**config.mk**
```make
export PLATFORM = sky130hd
export DESIGN_NAME = atp_div_cell
export DESIGN_NICKNAME = d
export VERILOG_FILES = /design/src/hw/rtl/atp_pkg.sv /design/src/hw/rtl/atp_div_cell.sv
export SDC_FILE = /design/constraint.sdc
export NUM_CORES = 1
export LEC_CHECK = 0
export BUFFER_PORTS_ARGS = -buffer_cell sky130_fd_sc_hd__buf_4
export CAP_MARGIN = 20
export CELL_PAD_IN_SITES_DETAIL_PLACEMENT = 0
export CELL_PAD_IN_SITES_GLOBAL_PLACEMENT = 1
export CORE_ASPECT_RATIO = 0.9
export CORE_MARGIN = 5
export CORE_UTILIZATION = 34
export CTS_BUF_LIST = sky130_fd_sc_hd__clkbuf_4
export DETAILED_ROUTE_END_ITERATION = 8
export PLACE_DENSITY_LB_ADDON = 0.25
export SETUP_SLACK_MARGIN = 0.2
export SLEW_MARGIN = 5
export SYNTH_ARGS = -nofsm -noshare
export SYNTH_HDL_FRONTEND = slang
export SYNTH_SLANG_ARGS = --single-unit
```
**constraint.sdc**
```tcl
create_clock -name clk_i -period 0.8 [get_ports clk_i]
set_input_delay 0.04 -clock clk_i [delete_from_list [all_inputs] [get_ports clk_i]]
set_output_delay 0.04 -clock clk_i [all_outputs]
set_load 0.05 [all_outputs]
```
**src/hw/rtl/atp_pkg.sv**
```systemverilog
package atp_pkg;

  localparam int unsigned DivSteps = 16;

  localparam logic signed [15:0] HalfPiQ13 = 16'sd12868;
  localparam logic [47:0] C1Q32 = 48'd3373259426;
  localparam logic [59:0] KQ32  = 60'd782113545;
  localparam logic [50:0] BaseLoQ47 = 51'd3373259426 << 15;
  localparam logic [50:0] BaseHiQ47 = 51'd10119778278 << 15;
  localparam logic [50:0] RoundHalf = 51'd1 << 33;

  // sideband that rides along the divider and polynomial stages
  typedef struct packed {
    logic               base_hi;  // x < 0: base is 3pi/4
    logic               neg_r;    // quotient negative
    logic               y_neg;    // negate final angle
    logic               special;  // x == 0
    logic signed [15:0] spec_ang;
  } side_t;

  typedef struct packed {
    logic [15:0] rem;
    logic [16:0] den;    // up to 65536 when x and y are both full-scale negative
    logic [15:0] quot;
    logic [15:0] dbits;  // remaining dividend bits, msb first
  } div_t;

endpackage

```
**src/hw/rtl/atp_div_cell.sv**
```systemverilog
module atp_div_cell import atp_pkg::*; (
  input  logic  clk_i,
  input  logic  rst_ni,
  input  logic  en_i,
  input  logic  valid_i,
  input  div_t  div_i,
  input  side_t side_i,
  output logic  valid_o,
  output div_t  div_o,
  output side_t side_o
);

  logic  valid_q;
  div_t  div_q, div_d;
  side_t side_q;
  logic [16:0] trial;
  logic        ge;

  // one restoring step: bring down a bit, subtract if it fits
  always_comb begin
    trial       = {div_i.rem, div_i.dbits[15]};
    ge          = trial >= div_i.den;
    div_d.den   = div_i.den;
    div_d.rem   = ge ? 16'(trial - div_i.den) : trial[15:0];
    div_d.quot  = {div_i.quot[14:0], ge};
    div_d.dbits = {div_i.dbits[14:0], 1'b0};
  end

  always_ff @(posedge clk_i or negedge rst_ni) begin
    if (!rst_ni) begin
      valid_q <= 1'b0;
    end else if (en_i) begin
      valid_q <= valid_i;
    end
  end

  always_ff @(posedge clk_i) begin
    if (en_i) begin
      div_q  <= div_d;
      side_q <= side_i;
    end
  end

  assign valid_o = valid_q;
  assign div_o   = div_q;
  assign side_o  = side_q;

endmodule

```
Word-level counts from Yosys, hierarchy flattened:

Cells that the tools add are included.

* bits in registers: 85
* bits in latches: 0
* memory bits (writable): 0
* memory bits (read-only): 0
* input bits: 89
* output and inout port bits: 86
* word-level logic and storage cells: 13
* memories kept: 0

* $add $sub $neg: 1
* $mul: 0
* divide/modulo/power cells: 0
* order comparisons: 1
* equality and inequality tests: 0
* shift-type cells: 0
* mux-type cells: 1
* bitwise operators: 0
* reductions and logical operators: 0

Operators by type and width (count)
* greater-or-equal comparator 17 bit: 1
* two-way mux 16 bit: 1
* subtractor 16 bit: 1

Logic depth before layout (Yosys ltp):

* depth in word-level cells: 2
* gate-level depth with buffers: 10
* mapped depth without buffers: 9

Least setup slack after synthesis:

Ideal clock, no wire load.

* kind: input to register
* from: in div_i[45] in the netlist's numbering
* to: reg div_q (netlist bit div_o[57]), data pin
* setup time: 0.260 ns
* arrival time: 1.921 ns
* data required time: 0.540 ns
* path slack: -1.381 ns
* stages: 8
* path buffers: 1
* path through: inv_1 -> ha_1 -> and4_1 -> and2_1 -> a311o_1 -> a31oi_4 -> buf_8 -> mux2_4

RTL lines
* start, declared: RTL line atp_div_cell.sv:6 `input div_t div_i,`
* end signal, assigned: RTL line atp_div_cell.sv:39 `div_q <= div_d;`
* end, declared: RTL line atp_div_cell.sv:14 `div_t div_q, div_d;`

==> reports/results.tsv <==
metric	value	unit
Worst Hold Endpoint	div_o[58]	
status	finished with violations	
WP data required	1030	ps
WP data arrival	1790	ps
port bufs	172	
Mapped Cells	231	
delay-heaviest family, CP	adder cells	
Crit. End Element	flip-flop	
Avg Cell Area, Syn	15.9	um2
hpwl dp	7.72	mm
DRT Pass-1 Iters	4	
CORE AREA	10700	um2
RSZ-0062 raised after global routing	yes	
Critical Path, Cell by Cell	buf_6 > ha_4 > fa_2 > nor2b_2 > o31a_1 > o22a_4 > and3_4 > nor3_4 > mux2_4	
routed vias	3093	
sw frac	0.336	
clock latency on the worst-skew pair	450	ps
Initial Util	0.343	
power after layout	12.9	mW
fillers	758	
Final Non-Filler Cells	676	
Post-synth EDFFs	84	
Power Density	1810	nW/um2
layout cells sized above 1	0.584	
final worst slack	-767	ps
top cell type's share of synthesized area	0.689	
post-route clock period utilization	1.96	
maximum fanout along the worst path	6	
reg2reg end	valid_o	
HP Start	div_i[57]	
final hold vios	23	
WS Path Type	input port to flip-flop	
Post-synth top cells	edfxtp_1, inv_1, a21oi_1	
post-detailed-route count of antenna-violating nets	0	
Worst Clk Skew	0	ps
Async SR Flop Fraction	0.0118	
final setup vio count	102	
H-tree Lvls	3	
Final GP Congestion	0.738	
TritonCTS clock tree	built	
clock group share of total power	0.196	
area growth from synthesis to layout	95.7	%
Synth area leaders	edfxtp_1, ha_1, mux2_4, a21oi_1, mux2_2	
# IOs	175	
synthesis-stage register bit count	85	
maximum VDD drop	1030	uV
Num CTS Buffers	9	
r2r startpoint	valid_o	
first-pass GRT wire length	17.0	mm
maximum capacitance violations	0	
CTS max path bufs	2	
grt total ovfl	0	
Leak	3.05	nW
die area	13000	um2
Cell Int Power	8.60	mW
DP Area	5560	um2
Yosys cell types	45	
fin crit period	1570	ps
most frequent cell after synthesis	edfxtp_1	
Hold Path Class	input port to flip-flop	
synthesized cell area	3660	um2
Synth warnings	0	
All-Layer GR Usage	0.173	
Finished Cell Area	7170	um2
Worst R2R Setup Slack	0	ps
die height	108	um
register clock-pin slew on the reported worst setup and hold paths	150	ps
clock sinks	85	
R2R cell count	1	
Flop pwr share	0.431	
Gate power share	0.373	
final net count	645	
register area share after synthesis	0.696	
pin count of the biggest net entering global routing	54	
Post-Syn Nets	338	
initial antenna violation count	0	
die width	119	um
CTS root buffer	clkbuf_4	
violations in the final reports	negative hold slack, negative setup slack	
worst path bufs/invs	1	
drt first-iter violations	137	
crit-path max cell delay	390	ps
Slowest cell on crit path	fa_2	
vias in the first global route	3270	
Final Slew Violations	0	
DR DRC count	0	
worst hold slack	-130	ps
wire per inst	17.0	um
# diodes	0	
Critical Path Source Type	input port	
placed insts	575	
num rows	36	
total length of routed wires	11.5	mm
Vias/cell	4.58	
area leader, netlist	edfxtp_1	
Post-synth top flop	edfxtp_1	
Psw	4.35	mW
Max Clk Rate	0.638	GHz
WHS Path Cells	2	
-- worst max path at each step --
stage               from        end  slack, ps  depth (start not counted)
4_1_cts        div_i[44]  div_o[51]       -710                          9
3_3_place_gp   div_i[15]  div_o[57]      -1420                         10
5_1_grt        div_i[15]  div_o[61]       -740                         10
6_report       div_i[32]  div_o[61]       -770                          9
2_1_floorplan  div_i[58]  div_o[57]      -1230                          8
3_5_place_dp   div_i[15]  div_o[57]      -1420                         10
-- state kept, by name, summed over array words and instances, names as in the netlist --
register  count
div_o        64
side_o       20
valid_o       1
-- stage by stage --
stage	worst slack, ps	setup TNS (ps)	util
CTS	-706	-39710	0.647
finish	-767	-34850	0.671
floorplan	-1230	-19420	-
global placement	-1420	-22800	0.521
detailed placement	-1420	-22790	0.521
global route	-741	-42020	0.671
-- final cells by class --
cell class	instances	area (um2)	area share
Clock buffer	9	67.6	0.00943
Tap cell	133	166	0.0232
Timing Repair Buffer	300	2850	0.398
Multi-Input combinational cell	121	1360	0.190
Sequential cell	85	2550	0.356
Inverter	21	98.8	0.0138
Clock inverter	7	72.6	0.0101
-- power groups by stage --
stage / sequential (mW) / combinational, mW / clock (mW)
global placement: 5.59 / 3.84 / 0
floorplan: 7.02 / 0.917 / 0
finish: 5.58 / 4.83 / 2.54
detailed placement: 5.60 / 3.87 / 0
CTS: 5.58 / 4.57 / 2.71
global route: 5.62 / 5.06 / 2.87
-- per-layer routing --
metal	global-route usage	share of wire	vias to the layer above	wire (um)
met5	0	0	-	0
li1	-	-	1484	-
met4	0.0589	0.015	0	175
met3	0.0795	0.097	14	1110
met1	0.196	0.40	1474	4550
met2	0.292	0.49	121	5640
-- kinds of logic after synthesis --
family | count (synthesis) | share of synthesized area
AOI/OAI and AO/OA | 42 | 0.0779
adders and majority gates | 18 | 0.0635
other | 1 | 0.00102
DFF | 85 | 0.696
and+or+nand+nor | 31 | 0.0441
buffers and inverters | 25 | 0.0304
xor gates and xnor gates | 12 | 0.0287
muxes | 17 | 0.0588
-- cell usage in the layout, fill, tap and decap left out, types with 7 or more instances in the layout --
cell and instances:
buf_4 125, buf_6 99, edfxtp_1 84, dlygate4sd3_1 71, ha_4 15, mux2_4 14, inv_1 9, a21oi_1 9
clkbuf_4 9, a21oi_2 7
-- repair_timing --
| item | 4_1_cts | 5_1_grt |
|---|---|---|
| gates cloned | 0 | 0 |
| endpoints found under the setup margin | 103 | 103 |
| pin swaps | 15 | 20 |
| hold buffers | 70 | 1 |
| hold endpoints to repair | 94 | 26 |
| gates resized for setup | 127 | 37 |
| setup buffers | 4 | 10 |
Power figures use the tool's default switching activity.
