### config.mk
export PLATFORM = sky130hd
export DESIGN_NAME = atp_poly
export DESIGN_NICKNAME = d
export VERILOG_FILES = /design/src/hw/rtl/atp_pkg.sv /design/src/hw/rtl/atp_poly.sv
export SDC_FILE = /design/constraint.sdc
export NUM_CORES = 2
export LEC_CHECK = 0
export BUFFER_PORTS_ARGS = -buffer_cell sky130_fd_sc_hd__buf_2
export CORE_ASPECT_RATIO = 0.75
export CORE_MARGIN = 4
export CORE_UTILIZATION = 70
export DETAILED_ROUTE_END_ITERATION = 16
export GPL_ROUTABILITY_DRIVEN = 0
export PLACE_DENSITY = 0.93
export SLEW_MARGIN = 20
export SYNTH_ARGS = -nofsm -noshare
export SYNTH_HDL_FRONTEND = slang
export SYNTH_SLANG_ARGS = --single-unit
### constraint.sdc
create_clock -name clk_i -period 14.3 [get_ports clk_i]
set_input_delay 0 -clock clk_i [delete_from_list [all_inputs] [get_ports clk_i]]
set_output_delay 0 -clock clk_i [all_outputs]
set_load 0.005 [all_outputs]
### src/hw/rtl/atp_pkg.sv
package atp_pkg;

  localparam int unsigned DivSteps = 16;

  localparam logic signed [15:0] HalfPiQ13 = 16'sd12868;
  localparam logic [47:0] C1Q32 = 48'd3373259426;
  localparam logic [59:0] KQ32  = 60'd782113545;
  localparam logic [50:0] BaseLoQ47 = 51'd3373259426 << 15;
  localparam logic [50:0] BaseHiQ47 = 51'd10119778278 << 15;
  localparam logic [50:0] RoundHalf = 51'd1 << 33;

  // sideband that rides along the divider and polynomial stages
  typedef struct packed {
    logic               base_hi;  // x < 0: base is 3pi/4
    logic               neg_r;    // quotient negative
    logic               y_neg;    // negate final angle
    logic               special;  // x == 0
    logic signed [15:0] spec_ang;
  } side_t;

  typedef struct packed {
    logic [15:0] rem;
    logic [16:0] den;    // up to 65536 when x and y are both full-scale negative
    logic [15:0] quot;
    logic [15:0] dbits;  // remaining dividend bits, msb first
  } div_t;

endpackage

### src/hw/rtl/atp_poly.sv
module atp_poly import atp_pkg::*; (
  input  logic               clk_i,
  input  logic               rst_ni,
  input  logic               en_i,
  input  logic               valid_i,
  input  logic [15:0]        m_i,
  input  side_t              side_i,
  output logic               valid_o,
  output logic signed [15:0] angle_o
);

  logic [4:0]  vld_q;
  side_t       s1_q, s2_q, s3_q, s4_q;
  logic [15:0] m1_q;
  logic [31:0] mm_q;
  logic [47:0] t1a_q, t1b_q, t1c_q;
  logic [29:0] p_q;
  logic [44:0] t2_q;
  logic [47:0] d_q;
  logic signed [15:0] ang_q, ang_d;

  logic [46:0] q_full;
  logic [59:0] kp_full;
  logic [50:0] base, acc;
  logic [15:0] res;

  assign q_full  = 47'(m1_q) * 47'(31'(32'd1 << 30) - 31'(mm_q));
  assign kp_full = KQ32 * 60'(p_q);

  always_comb begin
    base  = s4_q.base_hi ? BaseHiQ47 : BaseLoQ47;
    if (s4_q.neg_r) begin
      acc = base + 51'(d_q);
    end else begin
      acc = (base >= 51'(d_q)) ? base - 51'(d_q) : '0;
    end
    res   = 16'((acc + RoundHalf) >> 34);
    if (s4_q.special) begin
      ang_d = s4_q.spec_ang;
    end else if (s4_q.y_neg) begin
      ang_d = -$signed(res);
    end else begin
      ang_d = $signed(res);
    end
  end

  always_ff @(posedge clk_i or negedge rst_ni) begin
    if (!rst_ni) begin
      vld_q <= '0;
    end else if (en_i) begin
      vld_q <= {vld_q[3:0], valid_i};
    end
  end

  always_ff @(posedge clk_i) begin
    if (en_i) begin
      // m^2 and pi/4*m
      m1_q  <= m_i;
      mm_q  <= 32'(m_i) * 32'(m_i);
      t1a_q <= 48'(m_i) * C1Q32;
      s1_q  <= side_i;
      // p = m*(1 - m^2) in Q30
      p_q   <= q_full[44:15];
      t1b_q <= t1a_q;
      s2_q  <= s1_q;
      // K*p to Q47
      t2_q  <= kp_full[59:15];
      t1c_q <= t1b_q;
      s3_q  <= s2_q;
      // magnitude of the correction
      d_q   <= (t1c_q >= 48'(t2_q)) ? t1c_q - 48'(t2_q) : '0;
      s4_q  <= s3_q;
      // base +- d, round, sign
      ang_q <= ang_d;
    end
  end

  assign valid_o = vld_q[4];
  assign angle_o = ang_q;

endmodule

Word level (Yosys, flattened, before mapping)
Index checks and enable logic that the tools add are counted.

Add/subtract/negate cells: 6. Multiply operators: 4. Magnitude comparators: 2. Muxes and demuxes: 5.

Operators by type and width (count): $mux 50 (2); $mul 30x30->60 const A (1); $add 49x48->50 (1); $add 50x34->50 const B (1); $sub 49x48->50 (1); $ge 49x48->1 (1); $mux 49 (1); $ge 48x45->1 (1); $sub 48x45->48 (1); $mul 16x31->47 const B (1); $mul 17x32->45 (1); $mux 16 (2); $sub 31x31->32 const A (1); $mul 16x16->31 (1); $neg 16->16 (1).

Bits in registers: 412. Logic and storage cells: 47.

Logic depth before layout (Yosys ltp)
Depth after elaboration: 8. Mapped depth: 36. Depth with buffers taken out: 34.

Least setup slack after synthesis
No wires, ideal clock.

Path type: flip-flop to flip-flop. Start point: reg mm_q[3]. End point: reg p_q[29], data pin. Arrival time: 8854 ps. Setup slack: 5186 ps. Stages on the path, launching flop included: 35. Clock period less this slack: 9114 ps. Cell sequence: edfxtp_1 or4_1 or3_1 nand2b_1 nor4_2 nor3b_1 nor2b_1 nor2b_1 nand2b_1 nor4_1 xnor2_1 clkbuf_1 nand2_1 fa_1 fa_1 fa_1 inv_1 fa_1 fa_1 inv_1 fa_1 inv_1 ha_1 a21o_1 a21o_1 a21oi_1 o21bai_1 a21oi_1 o41ai_1 a41o_1 o211ai_1 nand3b_1 or3_1 a31oi_1 xnor2_1.

Word-level cells in the longest chain between the ends: 2.

RTL lines: start: declaration (line atp_poly.sv:15) `logic [31:0] mm_q;`; start signal: assignment (line atp_poly.sv:59) `mm_q <= 32'(m_i) * 32'(m_i);`; $sub 31x31->32 (line atp_poly.sv:27) `assign q_full = 47'(m1_q) * 47'(31'(32'd1 << 30) - 31'(mm_q));`; $mul 17x32->45 (line atp_poly.sv:27); via q_full[44] (line atp_poly.sv:22) `logic [46:0] q_full;`; end signal: assignment (line atp_poly.sv:63) `p_q <= q_full[44:15];`; end: declaration (line atp_poly.sv:17) `logic [29:0] p_q;`.

The timed path passes the listed nets, and every way through them passes these cells. A chain may end at the register's enable or synchronous reset.

Worst setup path after layout
Same ends and word-level chain as after synthesis.

==> qor.yml <==
setup_path:
  cp.arrival_ns: 11.07
  slowest_stage: "a211oi_1"
  crit_start: "mm_q[3]$_DFFE_PP_"
  slowest_delay_ns: 0.71
  path_class: "flip-flop to flip-flop"
  cp-end-kind: "flip-flop"
  start_kind: "flip-flop"
  critPathRequiredTime_ns: 14.70
  path_common_cell: "fa_1"
  crit_fanout: 15
  regToRegStartpoint: "mm_q[3]$_DFFE_PP_"
drt:
  wl_met3_um: 34200
  first_pass_iters: 12
  wire_per_inst_um: 27.4
  vias_per_cell: 6.74
  detail-route-antenna-nets: 0
  wl_um: 203000
  wl_met1_um: 61400
  drt-initial-drc-count: 8283
  routed-wl-met2_um: 85300
  highest_layer: "met5"
  drc: 0
  routed-via-count: 49801
global_route:
  grt_antenna_before_repair: 16
  grt_max_degree: 94
  overflow: 0
  grt_pass1_wl_um: 309000
  track_usage_pct: 43.2
  first_global_vias: 54150
final_layout:
  final_cell_mix: "inv_1 (1564), fa_1 (1088), ha_1 (830)"
  final_common_cell: "inv_1"
  drive_gt1_share_pct: 3.79
  final_nets: 8105
  syn_to_final_growth_pct: 5.65
  nFillCells: 4693
  multi_input_area_mm2: 0.0445
  seqCellArea_mm2: 0.0122
yosys:
  yosysWarnings: 0
  yosysUniqueCellTypes: 95
  synth-async-reset-ratio_pct: 1.23
  synthCells: 6074
  yosys-top-cells-area: "fa_1 (35%), edfxtp_1 (19%), ha_1 (16%), inv_1 (9.3%), and2_1 (2.6%)"
  synth_edf_count: 401
  ys_ff_latch: 406
  synth_top_area_share_pct: 34.6
  synth_area_leader_cell: "fa_1"
  netlist_area_mm2: 0.0629
  syn_avg_cell_area_um2: 10.4
  synth_ff_type: "edfxtp_1"
  ys_seq_area_share_pct: 19.3
  syn-num-nets: 8032
clock_tree:
  clkTransAtPathRegs_ns: 0.09
  worstSkewPairLatency_ns: 0.66
  clock_path_buffers: 3
  cts_sinks: 406
  tritoncts: "yes"
  h-tree-depth: 2
  cts-root-buf: "clkbuf_16"
  numCtsBuffers: 39
place:
  dp_hpwl_um: 143000
  portBuffers: 56
sta:
  worst_pin_slew_ns: 1.14
  timing.hold.ws_ns: 0.0933
  slew_headroom_pct: 23.2
  fin_setup_tns_ns: 0
  fin_worst_skew_ns: 0.0686
  slew_violations: 0
  setup_viol: 0
  fmaxAchievable_mhz: 93.7
  hold_viol_final: 0
  grt_setup_unrepaired: "no"
  period_needed_ns: 10.67
  period_share_pct: 74.6
run_status:
  status: "complete, no violations"
worst_hold_path:
  hold_class: "input pin to flip-flop"
  holdCritStartpoint: "side_i[2]"
die:
  fp.dieArea_mm2: 0.0948
  rows: 94
  core-area_mm2: 0.0884
  fp.dieW_um: 354
  start_util_pct: 71.2
  die_h_um: 268
  io_pins: 57
run:
  drv_cap: 0
[Yosys cell counts, types with 33 or more instances]
master and count:
inv_1 1564, xor2_1 68, ha_1 830, nand3_1 34, nor2b_1 34, and2_1 266, edfxtp_1 401, xnor2_1 167
nand2b_1 53, clkbuf_1 103, nand2_1 414, nor3_1 60, fa_1 1088, o21ai_0 105, nor2_1 232, a21oi_1 156
a21o_1 80, o21a_1 33
[final cells by class]
type,instances,area share [%]
clock inverters,27,0.542
repair buffers,148,1.68
inverters,1567,8.84
multi-input cells,3985,66.8
diodes,10,0.0376
flip-flops and latches,406,18.3
well taps,1200,2.26
clock buffers,44,1.50
[path summary, 6_finish.rpt]
path	endpoint	slack, ns	cells after the start
max in group asynchronous	vld_q[3]$_DFFE_PN0P_	13.81	3
setup / recovery	p_q[29]$_DFFE_PP_	3.63	32
hold reg to reg	t1c_q[41]$_DFFE_PP_	0.41	0
hold / removal	s1_q[2]$_DFFE_PP_	0.09	2
min in group asynchronous	vld_q[0]$_DFFE_PN0P_	0.29	3
setup reg to reg	p_q[29]$_DFFE_PP_	3.63	32
[layer usage]
layer	up-vias	global-route usage [%]
li1	19118	-
met1	23327	48.7
met5	-	1.45
met3	2067	20.8
met2	5261	64.4
met4	28	31.5
[flip-flops by register name (all words and copies together), names as in the netlist]
signal and cells:
s3_q 20, t1c_q 47, mm_q 29, s4_q 20, m1_q 16, t1a_q 43
t2_q 45, angle_o 16, p_q 30, s2_q 20, vld_q 5, d_q 48
s1_q 20, t1b_q 47
[critical path: cells and delay by family, from the launching register on]
family	cells	cell delay, ns
xor+xnor	2	0.27
flops	1	0.47
buf+inv	6	0.52
fa+ha+maj	7	3.49
simple gates	8	3.07
compound gates	9	2.59
[cells by family (layout without fill, tap and decap cells)]
logic type / count (synthesis) / count (layout) / share of synthesized area (%)
compound gates: 569 / 569 / 6.05
xor+xnor: 235 / 235 / 3.27
fa+ha+maj: 1918 / 1918 / 51.1
buf+inv: 1683 / 1786 / 10.1
flops: 406 / 406 / 19.3
mux: 22 / 22 / 0.382
other cells: 0 / 10 / 0
simple gates: 1241 / 1241 / 9.81
[repair_timing]
item                      in CTS  in global routing
hold buffers                  40                  0
hold endpoints to repair     119                  0
gates resized for setup        0                  0
buffers inserted               0                  0
[metrics by stage]
stage | instance area (µm²) | instances | utilization [%] | setup slack, ns
5_1_grt | 66500 | 7384 | 75.2 | 3.31
3_5_place_dp | 64700 | 7263 | 73.1 | 4.21
3_3_place_gp | 64700 | 7262 | 73.1 | 4.64
6_report | 66500 | 7387 | 75.2 | 3.63
2_1_floorplan | 62900 | 6074 | - | 5.19
4_1_cts | 66400 | 7374 | 75.1 | 4.09
Power is left out: the tool's default activity adds up to more than one toggle a clock period on the data nets, which glitch-free logic cannot reach.
